**src/design/qoi_pkg.sv**
```systemverilog
// ============================================================================
// qoi_pkg
// Shared types, codes and helpers of the quaternion orientation integrator.
// ============================================================================
`default_nettype none

package qoi_pkg;

    typedef logic signed [31:0] q_t;

    typedef enum logic [1:0]
    {
        CMD_LOAD = 2'd0,
        CMD_INTG = 2'd1,
        CMD_NORM = 2'd2,
        CMD_NOP  = 2'd3
    } cmd_t;

    typedef enum logic [3:0]
    {
        ST_IDLE,
        ST_PMUL,
        ST_PACC,
        ST_TMUL,
        ST_TACC,
        ST_WB,
        ST_SMUL,
        ST_SACC,
        ST_BAND,
        ST_SQRT,
        ST_DSTART,
        ST_DWAIT,
        ST_DONE
    } state_t;

    typedef enum logic
    {
        ITER_SQRT = 1'b0,
        ITER_DIV  = 1'b1
    } iter_mode_t;

    typedef struct packed
    {
        logic       start;
        iter_mode_t mode;
    } iter_cmd_t;

    typedef struct packed
    {
        logic [1:0] pi;
        logic [1:0] di;
        logic       neg;
    } term_t;

    localparam logic [5:0]  SQRT_STEPS    = 6'd32;
    localparam logic [5:0]  DIV_STEPS     = 6'd61;
    localparam logic [30:0] BAND_LOW_RST  = 31'd241591910;
    localparam logic [30:0] BAND_HIGH_RST = 31'd295279001;
    localparam q_t          ONE_Q28       = 32'sh1000_0000;
    localparam logic        ADDR_BAND_LOW = 1'b0;

    // Term of the Hamilton product for a component and its sub-term.
    function automatic term_t term_sel(input logic [1:0] comp, input logic [1:0] sub);
        term_t t;
        t = '0;
        case ({comp, sub})
            4'b0000: t = '{pi: 2'd0, di: 2'd1, neg: 1'b1};
            4'b0001: t = '{pi: 2'd1, di: 2'd2, neg: 1'b1};
            4'b0010: t = '{pi: 2'd2, di: 2'd3, neg: 1'b1};
            4'b0100: t = '{pi: 2'd0, di: 2'd0, neg: 1'b0};
            4'b0101: t = '{pi: 2'd1, di: 2'd3, neg: 1'b0};
            4'b0110: t = '{pi: 2'd2, di: 2'd2, neg: 1'b1};
            4'b1000: t = '{pi: 2'd0, di: 2'd3, neg: 1'b1};
            4'b1001: t = '{pi: 2'd1, di: 2'd0, neg: 1'b0};
            4'b1010: t = '{pi: 2'd2, di: 2'd1, neg: 1'b0};
            4'b1100: t = '{pi: 2'd0, di: 2'd2, neg: 1'b0};
            4'b1101: t = '{pi: 2'd1, di: 2'd1, neg: 1'b1};
            4'b1110: t = '{pi: 2'd2, di: 2'd0, neg: 1'b0};
            default: t = '0;
        endcase
        return t;
    endfunction

    function automatic logic sat38(input logic signed [37:0] x);
        return (x > 38'sd2147483647) || (x < -38'sd2147483648);
    endfunction

    function automatic q_t clip38(input logic signed [37:0] x);
        q_t r;
        if (x > 38'sd2147483647)
            r = 32'sh7fff_ffff;
        else if (x < -38'sd2147483648)
            r = 32'sh8000_0000;
        else
            r = x[31:0];
        return r;
    endfunction

endpackage

`default_nettype wire

```
**src/design/qoi_mul.sv**
```systemverilog
// ============================================================================
// qoi_mul
// Shared signed 32x32 multiplier with a registered product.
// ============================================================================
`default_nettype none

module qoi_mul
(
    input  wire logic               clk,
    input  wire qoi_pkg::q_t        a,
    input  wire qoi_pkg::q_t        b,
    output logic signed [63:0]      prod
);
    import qoi_pkg::*;

    logic signed [63:0] prod_reg;

    always_ff @(posedge clk)
    begin
        prod_reg <= a * b;
    end

    assign prod = prod_reg;

endmodule

`default_nettype wire

```
**config.mk**
```make
export PLATFORM = sky130hd
export DESIGN_NAME = qoi_mul
export DESIGN_NICKNAME = d
export VERILOG_FILES = /design/src/design/qoi_pkg.sv /design/src/design/qoi_mul.sv
export SDC_FILE = /design/constraint.sdc
export NUM_CORES = 2
export LEC_CHECK = 0
export ABC_AREA = 1
export BUFFER_PORTS_ARGS = -buffer_cell sky130_fd_sc_hd__buf_2
export CORE_MARGIN = 3
export CORE_UTILIZATION = 50
export CTS_BUF_LIST = sky130_fd_sc_hd__clkbuf_8
export DETAILED_ROUTE_END_ITERATION = 12
export PLACE_DENSITY = 0.68
export SLEW_MARGIN = 20
export SYNTH_ARGS = -nofsm -noshare
export SYNTH_HDL_FRONTEND = slang
export SYNTH_SLANG_ARGS = --single-unit
```
**constraint.sdc**
```tcl
create_clock -name clk -period 10 [get_ports clk]
set_clock_uncertainty 0.2 [all_clocks]
set_input_delay 2 -clock clk [delete_from_list [all_inputs] [get_ports clk]]
set_output_delay 2 -clock clk [all_outputs]
set_load 0.02 [all_outputs]
```
==> results.md <==
* Status: completed
* CTS tree: done
* Cell variety after synth at 27
* Cell taking the most area after synthesis: fa_1
* Slowest-stage cell, CP: fa_1
* Worst-margin pin slew at 892.9 ps
* Crit Path Category: in -> reg
* Detail Route Antenna Nets at 0
* Boundary Pins at 129
* Crit. End Element: register
* Top cell by count, worst path: fa_1
* Slew Limit Fails at 0
* Setup ws final at 843.7 ps
* Share of the synthesized area in the top cell type at 53.88%
* Starting Density at 50.73%
* # DRC at 0
* Setup TNS Final at 0 ps
* CP top delay family: adder cells
* Die height at 289.6 um
* Post-CTS setup buffers at 0
* Clock Sinks at 64
* Number of global-route vias before repair at 33,700
* Clock-pin slew on the worst setup and hold paths at 90 ps
* Clock Root Buffer: clkbuf_8
* Final wirelength at 109.7 mm
* Die area at 0.08385 mm2
* Vias at 30,900
* H-tree depth at 3
* Worst slack, placed at 467.4 ps
* Mean Syn Cell Area at 7.846 um2
* Hold buffers post-CTS at 0
* Seq/Total Area, Yosys at 3.187%
* Chip width at 289.6 um
* Syn Nets at 6,455
* Nets at 6,462
* Final hold viol count at 0
* Via-to-Cell Ratio at 4.988
* Max Fclk at 109.2 MHz
* Crit path DAT at 9290 ps
* WHS at 1849 ps
* Total gr overflow at 0
* Wirelength per Cell at 17.71 um
* Row cnt at 103
* Mapped Area at 0.04020 mm2
* RSZ-0062 raised after global routing: false
* Yosys Warn Count at 0
* GRT Util Overall at 27.75%
* # fillers at 7,589
* CP max FO at 32
* CTS buffer count at 9
* Layout area overhead at 4.877%
* Initial antenna violation count at 10
* First-pass GRT wire length at 180.0 mm
* Resized cells post-CTS at 0
* Worst min path class: in -> reg
* Layout cells sized above 1 at 5.569%
* Register area at 0.001281 mm2
* CP max stage delay at 860 ps
* # setup viols final at 0
* Ratio of final minimum period to clock period at 91.56%
* Worst Path Buf+Inv at 5
* Routability Congestion at 0.9944
* Max reg flops at 64
* Synth area leaders: fa_1, inv_1, nand2_1
* #FFs+latches synth at 64
* Critical-path cell list: buf_2, nand2_1, fa_1, fa_1, fa_1, inv_1, fa_1, fa_1, fa_1, inv_1, fa_1, fa_1, inv_1, ha_1, nand2_1, nor2_1, inv_1, nor2_1, nand2_1, nor3_2, nand2_1, nand3b_1, nand2_1, nand2_1
* Drt first pass iters at 5
* Fin util at 53.20%
* Port Buffers at 128
* Crit path time final at 9156 ps
* Critical Path Start Type: input pin
* Slew Limit Headroom at 40.47%
* Syn Inst Count at 5,124
* Required @ worst endpoint at 10,130 ps
* Multi-input logic area at 0.03182 mm2
* DR iter-0 viols at 2,190
* CTS Buffer Depth at 2
* Largest net degree at the start of global routing at 33
* Core area at 0.07926 mm2
* Number of max-cap violations at 0
* HPWL Detailed at 96.73 mm
logic make-up after synthesis:
kind of cell | count (synthesis) | synth area share [%]
adders and majority gates | 1266 | 59.60
DFF | 64 | 3.187
and+or+nand+nor | 1773 | 17.55
AOI/OAI and AO/OA | 95 | 1.260
buffers and inverters | 1892 | 17.66
xor gates and xnor gates | 34 | 0.7407
synth_stat cells (all sizes together):
cell and n:
xor2 31, nand3 79, o21bai 8, nor3 16, nand3b 6, a21o 2
or2 7, a21oi 63, nor2 127, ha 184, nand2 1525, inv 1700
fa 1082, nand4 13, clkbuf 192, xnor2 3, o21a 1, o21ai 21
dfxtp 64
cell type report:
type	count	area share [%]
Antenna cell	9	0.05341
Clock buffer	10	0.3264
Clock inverter	6	0.2166
Inverter	1700	15.13
Multi-Input combinational cell	3168	75.47
Sequential cell	64	3.039
Tap cell	1050	3.116
Timing Repair Buffer	188	2.647
worst paths after layout:
check | cells past startpoint | slack, ps | endpoint | startpoint
worst max-delay path | 24 | 840 | prod[56]$_DFF_P_ | b[11]
worst min-delay path | 3 | 1850 | prod[0]$_DFF_P_ | b[0]
through the flow:
| step | cells | cell area [um2] |
|---|---|---|
| 2_1_floorplan | 5124 | 40200 |
| 3_3_place_gp | 6170 | 41910 |
| 3_5_place_dp | 6170 | 41910 |
| 4_1_cts | 6186 | 42140 |
| 5_1_grt | 6193 | 42160 |
| 6_report | 6195 | 42170 |
metal layers:
| metal | share of wire (%) | vias to the layer above | GRT usage [%] |
|---|---|---|---|
| li1 | - | 13950 | - |
| met1 | 41 | 15740 | 37.70 |
| met2 | 48 | 1003 | 46.17 |
| met3 | 7.4 | 206 | 4.612 |
| met4 | 3.1 | 6 | 8.137 |
| met5 | 0.029 | - | 0 |
placed cells by master (no fill, tap or decap), types with 17 or more instances in the layout:
cell / netlist / final
dfxtp_1: 64 / 64
xor2_1: 31 / 31
o21ai_0: 17 / 17
fa_1: 1082 / 1082
a21oi_1: 62 / 62
nand2_2: 21 / 21
nor2_2: 31 / 31
buf_2: 0 / 128
inv_1: 1692 / 1692
ha_1: 184 / 184
buf_4: 0 / 58
nand2_1: 1504 / 1504
nand3_1: 73 / 73
nor2_1: 93 / 93
Power is left out: the tool's default activity adds up to more than one toggle a clock period on the data nets, which glitch-free logic cannot reach.
