<file path="src/design/qoi_pkg.sv">
// ============================================================================
// qoi_pkg
// Shared types, codes and helpers of the quaternion orientation integrator.
// ============================================================================
`default_nettype none

package qoi_pkg;

    typedef logic signed [31:0] q_t;

    typedef enum logic [1:0]
    {
        CMD_LOAD = 2'd0,
        CMD_INTG = 2'd1,
        CMD_NORM = 2'd2,
        CMD_NOP  = 2'd3
    } cmd_t;

    typedef enum logic [3:0]
    {
        ST_IDLE,
        ST_PMUL,
        ST_PACC,
        ST_TMUL,
        ST_TACC,
        ST_WB,
        ST_SMUL,
        ST_SACC,
        ST_BAND,
        ST_SQRT,
        ST_DSTART,
        ST_DWAIT,
        ST_DONE
    } state_t;

    typedef enum logic
    {
        ITER_SQRT = 1'b0,
        ITER_DIV  = 1'b1
    } iter_mode_t;

    typedef struct packed
    {
        logic       start;
        iter_mode_t mode;
    } iter_cmd_t;

    typedef struct packed
    {
        logic [1:0] pi;
        logic [1:0] di;
        logic       neg;
    } term_t;

    localparam logic [5:0]  SQRT_STEPS    = 6'd32;
    localparam logic [5:0]  DIV_STEPS     = 6'd61;
    localparam logic [30:0] BAND_LOW_RST  = 31'd241591910;
    localparam logic [30:0] BAND_HIGH_RST = 31'd295279001;
    localparam q_t          ONE_Q28       = 32'sh1000_0000;
    localparam logic        ADDR_BAND_LOW = 1'b0;

    // Term of the Hamilton product for a component and its sub-term.
    function automatic term_t term_sel(input logic [1:0] comp, input logic [1:0] sub);
        term_t t;
        t = '0;
        case ({comp, sub})
            4'b0000: t = '{pi: 2'd0, di: 2'd1, neg: 1'b1};
            4'b0001: t = '{pi: 2'd1, di: 2'd2, neg: 1'b1};
            4'b0010: t = '{pi: 2'd2, di: 2'd3, neg: 1'b1};
            4'b0100: t = '{pi: 2'd0, di: 2'd0, neg: 1'b0};
            4'b0101: t = '{pi: 2'd1, di: 2'd3, neg: 1'b0};
            4'b0110: t = '{pi: 2'd2, di: 2'd2, neg: 1'b1};
            4'b1000: t = '{pi: 2'd0, di: 2'd3, neg: 1'b1};
            4'b1001: t = '{pi: 2'd1, di: 2'd0, neg: 1'b0};
            4'b1010: t = '{pi: 2'd2, di: 2'd1, neg: 1'b0};
            4'b1100: t = '{pi: 2'd0, di: 2'd2, neg: 1'b0};
            4'b1101: t = '{pi: 2'd1, di: 2'd1, neg: 1'b1};
            4'b1110: t = '{pi: 2'd2, di: 2'd0, neg: 1'b0};
            default: t = '0;
        endcase
        return t;
    endfunction

    function automatic logic sat38(input logic signed [37:0] x);
        return (x > 38'sd2147483647) || (x < -38'sd2147483648);
    endfunction

    function automatic q_t clip38(input logic signed [37:0] x);
        q_t r;
        if (x > 38'sd2147483647)
            r = 32'sh7fff_ffff;
        else if (x < -38'sd2147483648)
            r = 32'sh8000_0000;
        else
            r = x[31:0];
        return r;
    endfunction

endpackage

`default_nettype wire

</file>
<file path="src/design/qoi_iter.sv">
// ============================================================================
// qoi_iter
// Shift-subtract unit: floor square root, two bits a cycle, or unsigned
// restoring division, one bit a cycle.
// ============================================================================
`default_nettype none

module qoi_iter
(
    input  wire logic               clk,
    input  wire logic               rst_n,
    input  wire qoi_pkg::iter_cmd_t cmd,
    input  wire logic [63:0]        radicand,
    input  wire logic [60:0]        num,
    input  wire logic [32:0]        den,
    output logic                    busy,
    output logic [60:0]             result
);
    import qoi_pkg::*;

    iter_mode_t  mode_reg;
    logic [5:0]  cnt_reg;
    logic [34:0] rem_reg;
    logic [63:0] src_reg;
    logic [60:0] res_reg;
    logic [32:0] den_reg;

    logic [34:0] rs;
    logic [34:0] trial;
    logic        ge;

    always_comb
    begin
        if (mode_reg == ITER_SQRT)
        begin
            rs    = {rem_reg[32:0], src_reg[63:62]};
            trial = {1'b0, res_reg[31:0], 2'b01};
        end
        else
        begin
            rs    = {1'b0, rem_reg[32:0], src_reg[63]};
            trial = {2'b00, den_reg};
        end
        ge = (rs >= trial);
    end

    always_ff @(posedge clk or negedge rst_n)
    begin
        if (!rst_n)
        begin
            cnt_reg  <= '0;
            mode_reg <= ITER_SQRT;
        end
        else if (cmd.start)
        begin
            cnt_reg  <= (cmd.mode == ITER_SQRT) ? SQRT_STEPS : DIV_STEPS;
            mode_reg <= cmd.mode;
        end
        else if (cnt_reg != 6'd0)
        begin
            cnt_reg <= cnt_reg - 6'd1;
        end
    end

    always_ff @(posedge clk)
    begin
        if (cmd.start)
        begin
            rem_reg <= '0;
            res_reg <= '0;
            den_reg <= den;
            src_reg <= (cmd.mode == ITER_SQRT) ? radicand : {num, 3'b000};
        end
        else if (cnt_reg != 6'd0)
        begin
            rem_reg <= ge ? (rs - trial) : rs;
            res_reg <= {res_reg[59:0], ge};
            src_reg <= (mode_reg == ITER_SQRT) ? {src_reg[61:0], 2'b00}
                                               : {src_reg[62:0], 1'b0};
        end
    end

    assign busy   = (cnt_reg != 6'd0);
    assign result = res_reg;

endmodule

`default_nettype wire

</file>
<file path="config.mk">
export PLATFORM = sky130hd
export DESIGN_NAME = qoi_iter
export DESIGN_NICKNAME = d
export VERILOG_FILES = /design/src/design/qoi_pkg.sv /design/src/design/qoi_iter.sv
export SDC_FILE = /design/constraint.sdc
export NUM_CORES = 1
export LEC_CHECK = 0
export BUFFER_PORTS_ARGS = -buffer_cell sky130_fd_sc_hd__buf_2
export CORE_MARGIN = 4
export CORE_UTILIZATION = 29
export DETAILED_ROUTE_END_ITERATION = 8
export GPL_ROUTABILITY_DRIVEN = 0
export PLACE_DENSITY = 0.47
export SLEW_MARGIN = 20
export SYNTH_ARGS = -nofsm -noshare
export SYNTH_HDL_FRONTEND = slang
export SYNTH_SLANG_ARGS = --single-unit
</file>
<file path="constraint.sdc">
create_clock -name clk -period 3.75 [get_ports clk]
set_input_delay 0.1875 -clock clk [delete_from_list [all_inputs] [get_ports clk]]
set_output_delay 0.1875 -clock clk [all_outputs]
set_load 0.1 [all_outputs]
</file>
==> results of run 1 <==
logic make-up (layout without fill, tap and decap cells):
logic type / Yosys count / after routing / synth area share (%)
AO/OA/AOI/OAI: 352 / 352 / 19.4
XOR/XNOR: 30 / 30 / 2.27
adder cells (fa/ha/maj): 36 / 36 / 3.95
buffers and inverters: 102 / 335 / 4.26
flip-flops: 198 / 198 / 42.9
multiplexers: 149 / 149 / 13.2
AND/OR/NAND/NOR: 337 / 337 / 14.0
power by group through the flow:
stage / Sequential, mW / Clock, mW / Combinational (mW)
floorplan: 2.80 / 0 / 3.11
global placement: 2.78 / 0 / 4.07
detailed placement: 2.78 / 0 / 4.06
CTS: 2.74 / 1.90 / 4.11
global route: 2.77 / 1.98 / 4.54
finish: 2.74 / 1.82 / 4.11
through the flow:
stage	hold WS (ns)	setup slack [ns]	instances	power (mW)
final	0.0314	0.203	1955	8.66
after CTS	0.00235	0.0837	1954	8.74
after floorplan	-0.108	-0.0224	1204	5.91
after global placement	0.0355	0.133	1887	6.85
after global routing	0.00645	-0.000555	1955	9.29
after detailed placement	0.0336	0.114	1887	6.84
cell type report:
| cell class | count | area, um2 |
|---|---|---|
| sequential | 198 | 4970 |
| inverter | 12 | 46.3 |
| timing repair buffer | 291 | 1780 |
| multi-input combinational | 904 | 6140 |
| clock buffer | 20 | 478 |
| tap | 518 | 648 |
| fill | 4029 | 24900 |
| clock inverter | 12 | 92.6 |
routing by layer:
layer	wire, um	part of all wire (%)	track usage, %
met1	15700	49	20.6
met2	14300	45	22.5
met3	1610	5.0	3.10
met4	430	1.3	3.26
met5	0	0	0
critical path: stages (launching register included):
cell and delay [ns]:
dfrtp_4 0.58, buf_12 0.21, mux2_2 0.38, ha_1 0.47
and4_2 0.35, nand3_1 0.14, nor4b_2 0.29, o21ai_1 0.11
nand2_1 0.10, a21oi_2 0.10, nand2_4 0.19, buf_12 0.17
mux2i_1 0.20, a211oi_1 0.09
Yosys cell counts, drive strengths merged, types with 3 or more instances:
cell and count:
a211oi 82, a21o 23, a21oi 161, a311oi 3, a31oi 12, a32o 3
a32oi 5, and2 4, and3 7, and4 3, buf 35, clkbuf 55
dfrtp 7, dfxtp 94, edfxtp 97, ha 35, inv 12, mux2 34
mux2i 115, nand2 168, nand2b 7, nand3 18, nand4 6, nand4b 4
nor2 38, nor2b 68, nor3 7, o211ai 3, o21ai 39, or2 3
xnor2 17, xor2 13
timing repair:
item                                    in CTS  in global routing
endpoints found under the setup margin       0                 15
buffers inserted                             0                  1
hold endpoints to repair                    41                  0
hold buffers                                35                  0
path summary, 6_finish.rpt:
kind | depth (start not counted) | start | slack (ns) | endpoint
setup / recovery | 13 | mode_reg$_DFFE_PN0P_ | 0.20 | rem_reg[10]$_SDFFE_PP0P_
setup reg to reg | 13 | mode_reg$_DFFE_PN0P_ | 0.20 | rem_reg[10]$_SDFFE_PP0P_
min in group asynchronous | 2 | rst_n | 0.17 | mode_reg$_DFFE_PN0P_
hold reg to reg | 2 | result[60]$_SDFFE_PP0P_ | 0.46 | result[60]$_SDFFE_PP0P_
hold / removal | 3 | radicand[1] | 0.03 | src_reg[1]$_DFFE_PP_
max in group asynchronous | 2 | rst_n | 3.40 | mode_reg$_DFFE_PN0P_
==> run_results.csv, run 1 <==
group,metric,value,unit
outcome,status,"complete, no violations",
setup_path,critPathArrivalTime,3.83,ns
synthesis,ys_seq_area_share,42.9,%
global_route,grt_pass1_vias,9299,
synthesis,yosys.area.top_type_share,25.1,%
power,p_clk_share,21.0,%
synthesis,ys_types,75,
cts,insertion_delay,0.45,ns
layout,finalNetCount,1622,
synthesis,synthTopCellsByArea,"edfxtp_1 (25%), dfxtp_1 (16%), mux2i_1 (9.9%)",
job,cap_violations,0,
routing,wire_per_inst,16.4,um
cts,clockBufferDepth,2,
sta,slew_violations,0,
sta,final.min_clock_period,3.55,ns
power,cellPowerDensity,612,nW/um2
setup_path,cp.required,4.03,ns
cts,cts-root-buf,"clkbuf_16",
routing,drtPass1Iterations,5,
cts,ctsResizeCount,0,
routing,routed_wl,32.1,mm
sta,setup_viol,0,
die,floorplan.initialDensity,29.7,%
synthesis,synth_edf_count,97,
power,power_leakage,5.84,nW
power,pwr-share-comb,47.4,%
place,dp_hpwl,22.5,mm
synthesis,synth_cells,1204,
global_route,grt_overflow,0,
place,io_buffers,223,
sta,setup-tns-final,0,ns
power,switchingPower,3.32,mW
setup_path,crit_path_max_fanout,17,
die,std_cell_rows,72,
layout,drive_gt1_share,24.8,%
cts,cts_sinks,198,
sta,tightest_slew,1.08,ns
power,peakVddDrop,0.350,mV
routing,ant_nets,0,
synthesis,syn_area_per_cell,9.63,um2
die,core-area,39100,um2
sta,hold_viol,0,
layout,final_common_cell,"buf_2",
cts,clk_pin_slew,0.08,ns
routing,drtIter0Drc,573,
cts,cts_buffers,17,
routing,vias_per_cell,4.92,
setup_path,critPathCaptureType,"register",
layout,fin_area,14200,um2
power,power_frac_seq,31.6,%
layout,fin_util,36.2,%
layout,diodes,0,
setup_path,start_kind,"register",
global_route,grt_pass1_wl,51.4,mm
global_route,grt_max_degree,106,
sta,slew_headroom,28.1,%
sta,fin_crit_sh,94.6,%
routing,drc,0,
cts,cts_htree_levels,4,
global_route,antenna_found_initial,0,
die,die_y,208,um
synthesis,ys.flop_type,"edfxtp_1",
synthesis,syn-cell-area,11600,um2
hold_path,hp-class,"input port to register",
synthesis,synth_top_cell_by_area,"edfxtp_1",
power,intPower,5.34,mW
power,switching_share,38.4,%
sta,finClkSkew,0.0128,ns
layout,mostFrequentLayoutCells,"buf_2 (221), nand2_1 (164), a21oi_1 (154)",
die,ios,224,
setup_path,setup.worst_path.class,"register to register",
layout,largest_register_ffs,64,
synthesis,yosysWarningCount,0,
cts,cts_tree,"done",
routing,num_vias,9620,
sta,max_freq,282,MHz
synthesis,ys_ff_latch,198,
layout,synthToLayoutAreaGrowth,22.1,%
die,die_w,208,um
global_route,grt.total_usage,14.4,%
place,placement.cell_area,13200,um2
synthesis,ys_async_sr_fraction,3.54,%
synthesis,syn_nets,1402,
die,die-area,43200,um2
(Power assumes the default switching activity.)
==> inputs of run 2 (changes only) <==
--- a/config.mk
+++ b/config.mk
@@ -10,7 +10,7 @@
 export CORE_UTILIZATION = 29
 export DETAILED_ROUTE_END_ITERATION = 8
 export GPL_ROUTABILITY_DRIVEN = 0
-export PLACE_DENSITY = 0.47
+export PLACE_DENSITY = 0.45
 export SLEW_MARGIN = 20
 export SYNTH_ARGS = -nofsm -noshare
 export SYNTH_HDL_FRONTEND = slang
==> constraint.sdc (replaced) <==
create_clock -name clk -period 3.8 [get_ports clk]
set_input_delay 0 -clock clk [delete_from_list [all_inputs] [get_ports clk]]
set_output_delay 0 -clock clk [all_outputs]
set_load 0.1 [all_outputs]
==> run 2 against run 1 <==
Against the previous run:
- final cell count rose by 5.8%
- sequential cell count did not move
- clock power rose by 5%
- die area did not move
- sequential power fell by 2%
- routed wire length rose by 2.4%
- worst setup slack improved by 0.027 ns
- clock skew rose by 0.0042 ns
- core utilization rose by 3.0 points
- worst hold slack got worse by 0.027 ns
- non-clock buffer count rose by 114
- power rose by 0.66%
- largest power group unchanged
- highest routed layer unchanged
==> run_results.csv, run 2 (synthesis gave the netlist of run 1 again) <==
group,metric,value,unit
die,core-area,39100,um2
setup_path,slowest_stage,"dfrtp_4",
layout,diodes,0,
layout,synthToLayoutAreaGrowth,32.2,%
cts,insertion_delay,0.45,ns
power,cellPowerDensity,569,nW/um2
routing,drtPass1Iterations,5,
layout,final_common_cell,"buf_2",
die,floorplan.initialDensity,29.7,%
sta,rsz0062_at_grt,"false",
setup_path,slowest_delay,0.57,ns
power,switchingPower,3.29,mW
sta,setup_viol,0,
cts,clockBufferDepth,2,
routing,vias_per_cell,4.82,
routing,ant_nets,0,
global_route,grt_pass1_wl,53.1,mm
layout,drive_gt1_share,23.0,%
power,switching_share,37.7,%
power,intPower,5.43,mW
setup_path,cp.required,4.15,ns
hold_path,hp-start,"radicand[61]",
power,peakVddDrop,0.371,mV
global_route,grt.total_usage,14.8,%
global_route,grt_max_degree,165,
cts,hold_buffers,149,
setup_path,path_buf_inv,2,
cts,cts_htree_levels,4,
sta,fin_crit_sh,94.0,%
layout,finalNetCount,1736,
die,die_w,208,um
sta,final.min_clock_period,3.57,ns
setup_path,critPathCaptureType,"register",
global_route,antenna_found_initial,0,
setup_path,r2r_end,"rem_reg[13]$_SDFFE_PP0P_",
routing,wire_per_inst,15.9,um
global_route,grt_overflow,0,
layout,largest_register_ffs,64,
sta,hold_viol,0,
setup_path,crit_path_max_fanout,15,
routing,routed_wl,32.9,mm
setup_path,start_kind,"register",
power,p_clk_share,21.9,%
hold_path,worstHoldPathCells,3,
setup_path,ff2ff_path_depth,13,
power,power_leakage,6.33,nW
setup_path,crit_chain,"buf_12 > mux2_2 > ha_1 > a21oi_1 > o22ai_1 > a21oi_1 > o311a_4 > nand2_4 > o211ai_4 > nand2_4 > buf_12 > mux2i_1 > a211oi_1",
hold_path,hp-class,"input port to register",
global_route,grt_pass1_vias,9869,
routing,drc,0,
cts,cts_setup_buffers,0,
setup_path,setup.worst_path.class,"register to register",
sta,finClkSkew,0.0170,ns
sta,tightest_slew,1.01,ns
cts,ctsResizeCount,0,
sta,slew_violations,0,
sta,max_freq,280,MHz
die,ios,224,
job,cap_violations,0,
cts,clk_pin_slew,0.08,ns
setup_path,reg2reg_from,"mode_reg$_DFFE_PN0P_",
sta,setup-tns-final,0,ns
power,pwr-share-comb,47.3,%
power,power,8.72,mW
power,power_frac_seq,30.9,%
routing,num_vias,9967,
cts,cts-root-buf,"clkbuf_16",
setup_path,critPathTopFamily,"compound AO/OA/AOI/OAI gates",
place,io_buffers,223,
place,dp_hpwl,22.1,mm
cts,cts_sinks,198,
setup_path,critPathArrivalTime,3.92,ns
die,die-area,43200,um2
cts,cts_buffers,17,
layout,mostFrequentLayoutCells,"buf_2 (221), nand2_1 (164), a21oi_1 (154)",
cts,cts_tree,"done",
routing,drtIter0Drc,595,
outcome,status,"complete, no violations",
setup_path,worst-r2r-setup-slack,0.23,ns
die,std_cell_rows,72,
sta,slew_headroom,32.5,%
hold_path,min_to,"src_reg[61]$_DFFE_PP_",
die,die_y,208,um
run 2: changes by cell type in the layout (fill, tap and decap cells not counted):
cell           previous run  this run
bufinv_16                 0         1
clkbuf_16                18        19
inv_1                    11         9
clkinv_4                  3         2
clkinvlp_4                2         1
inv_6                     3         4
buf_6                     1         0
inv_4                     1         0
dlygate4sd3_1            35       149
clkbuf_1                  0         2
buf_4                    29        30
run 2: worst max path at each step:
stage                                    start                       end  slack (ns)  depth (start not counted)
after floorplan           mode_reg$_DFFE_PN0P_  rem_reg[29]$_SDFFE_PP0P_        0.03                         16
after global placement    mode_reg$_DFFE_PN0P_  rem_reg[32]$_SDFFE_PP0P_        0.33                         13
after detailed placement  mode_reg$_DFFE_PN0P_  rem_reg[12]$_SDFFE_PP0P_        0.25                         13
after CTS                 mode_reg$_DFFE_PN0P_  rem_reg[13]$_SDFFE_PP0P_        0.22                         13
after global routing      mode_reg$_DFFE_PN0P_   rem_reg[7]$_SDFFE_PP0P_        0.03                         13
final                     mode_reg$_DFFE_PN0P_  rem_reg[13]$_SDFFE_PP0P_        0.23                         13
run 2: worst min-delay path: cells and delay by family:
kind            cells  cell delay (ns)
buf+inv             1             0.08
mux                 1             0.09
compound gates      1             0.16
run 2: final cells by class:
class,instances,area (um2)
Tap cell,518,648
Inverter,12,46.3
Multi-Input combinational cell,904,6140
Clock inverter,9,101
Timing Repair Buffer,405,2920
Sequential cell,198,4970
Clock buffer,23,510
Fill cell,3894,23800
run 2: power by group through the flow:
stage | clock network, mW | registers [mW] | logic (mW)
floorplan | 0 | 2.76 | 3.07
global route | 2.08 | 2.72 | 4.54
detailed placement | 0 | 2.74 | 3.97
finish | 1.91 | 2.69 | 4.12
CTS | 2.00 | 2.69 | 4.13
global placement | 0 | 2.74 | 4.00
run 2: stage by stage:
step	hold slack (ns)	area (um2)	worst slack (ns)	utilization [%]	cells
detailed placement	-0.156	13200	0.250	33.8	1888
floorplan	-0.296	11600	0.0276	-	1204
global route	0.0131	15300	0.0297	39.2	2069
CTS	0.00126	15300	0.217	39.2	2069
global placement	-0.155	13200	0.328	33.8	1888
finish	0.00443	15300	0.230	39.2	2069
run 2: metal layers:
layer / GRT usage [%] / wire length, um
met5: 0 / 0
met4: 3.51 / 376
met3: 2.56 / 1180
met2: 24.3 / 15100
met1: 20.4 / 16200
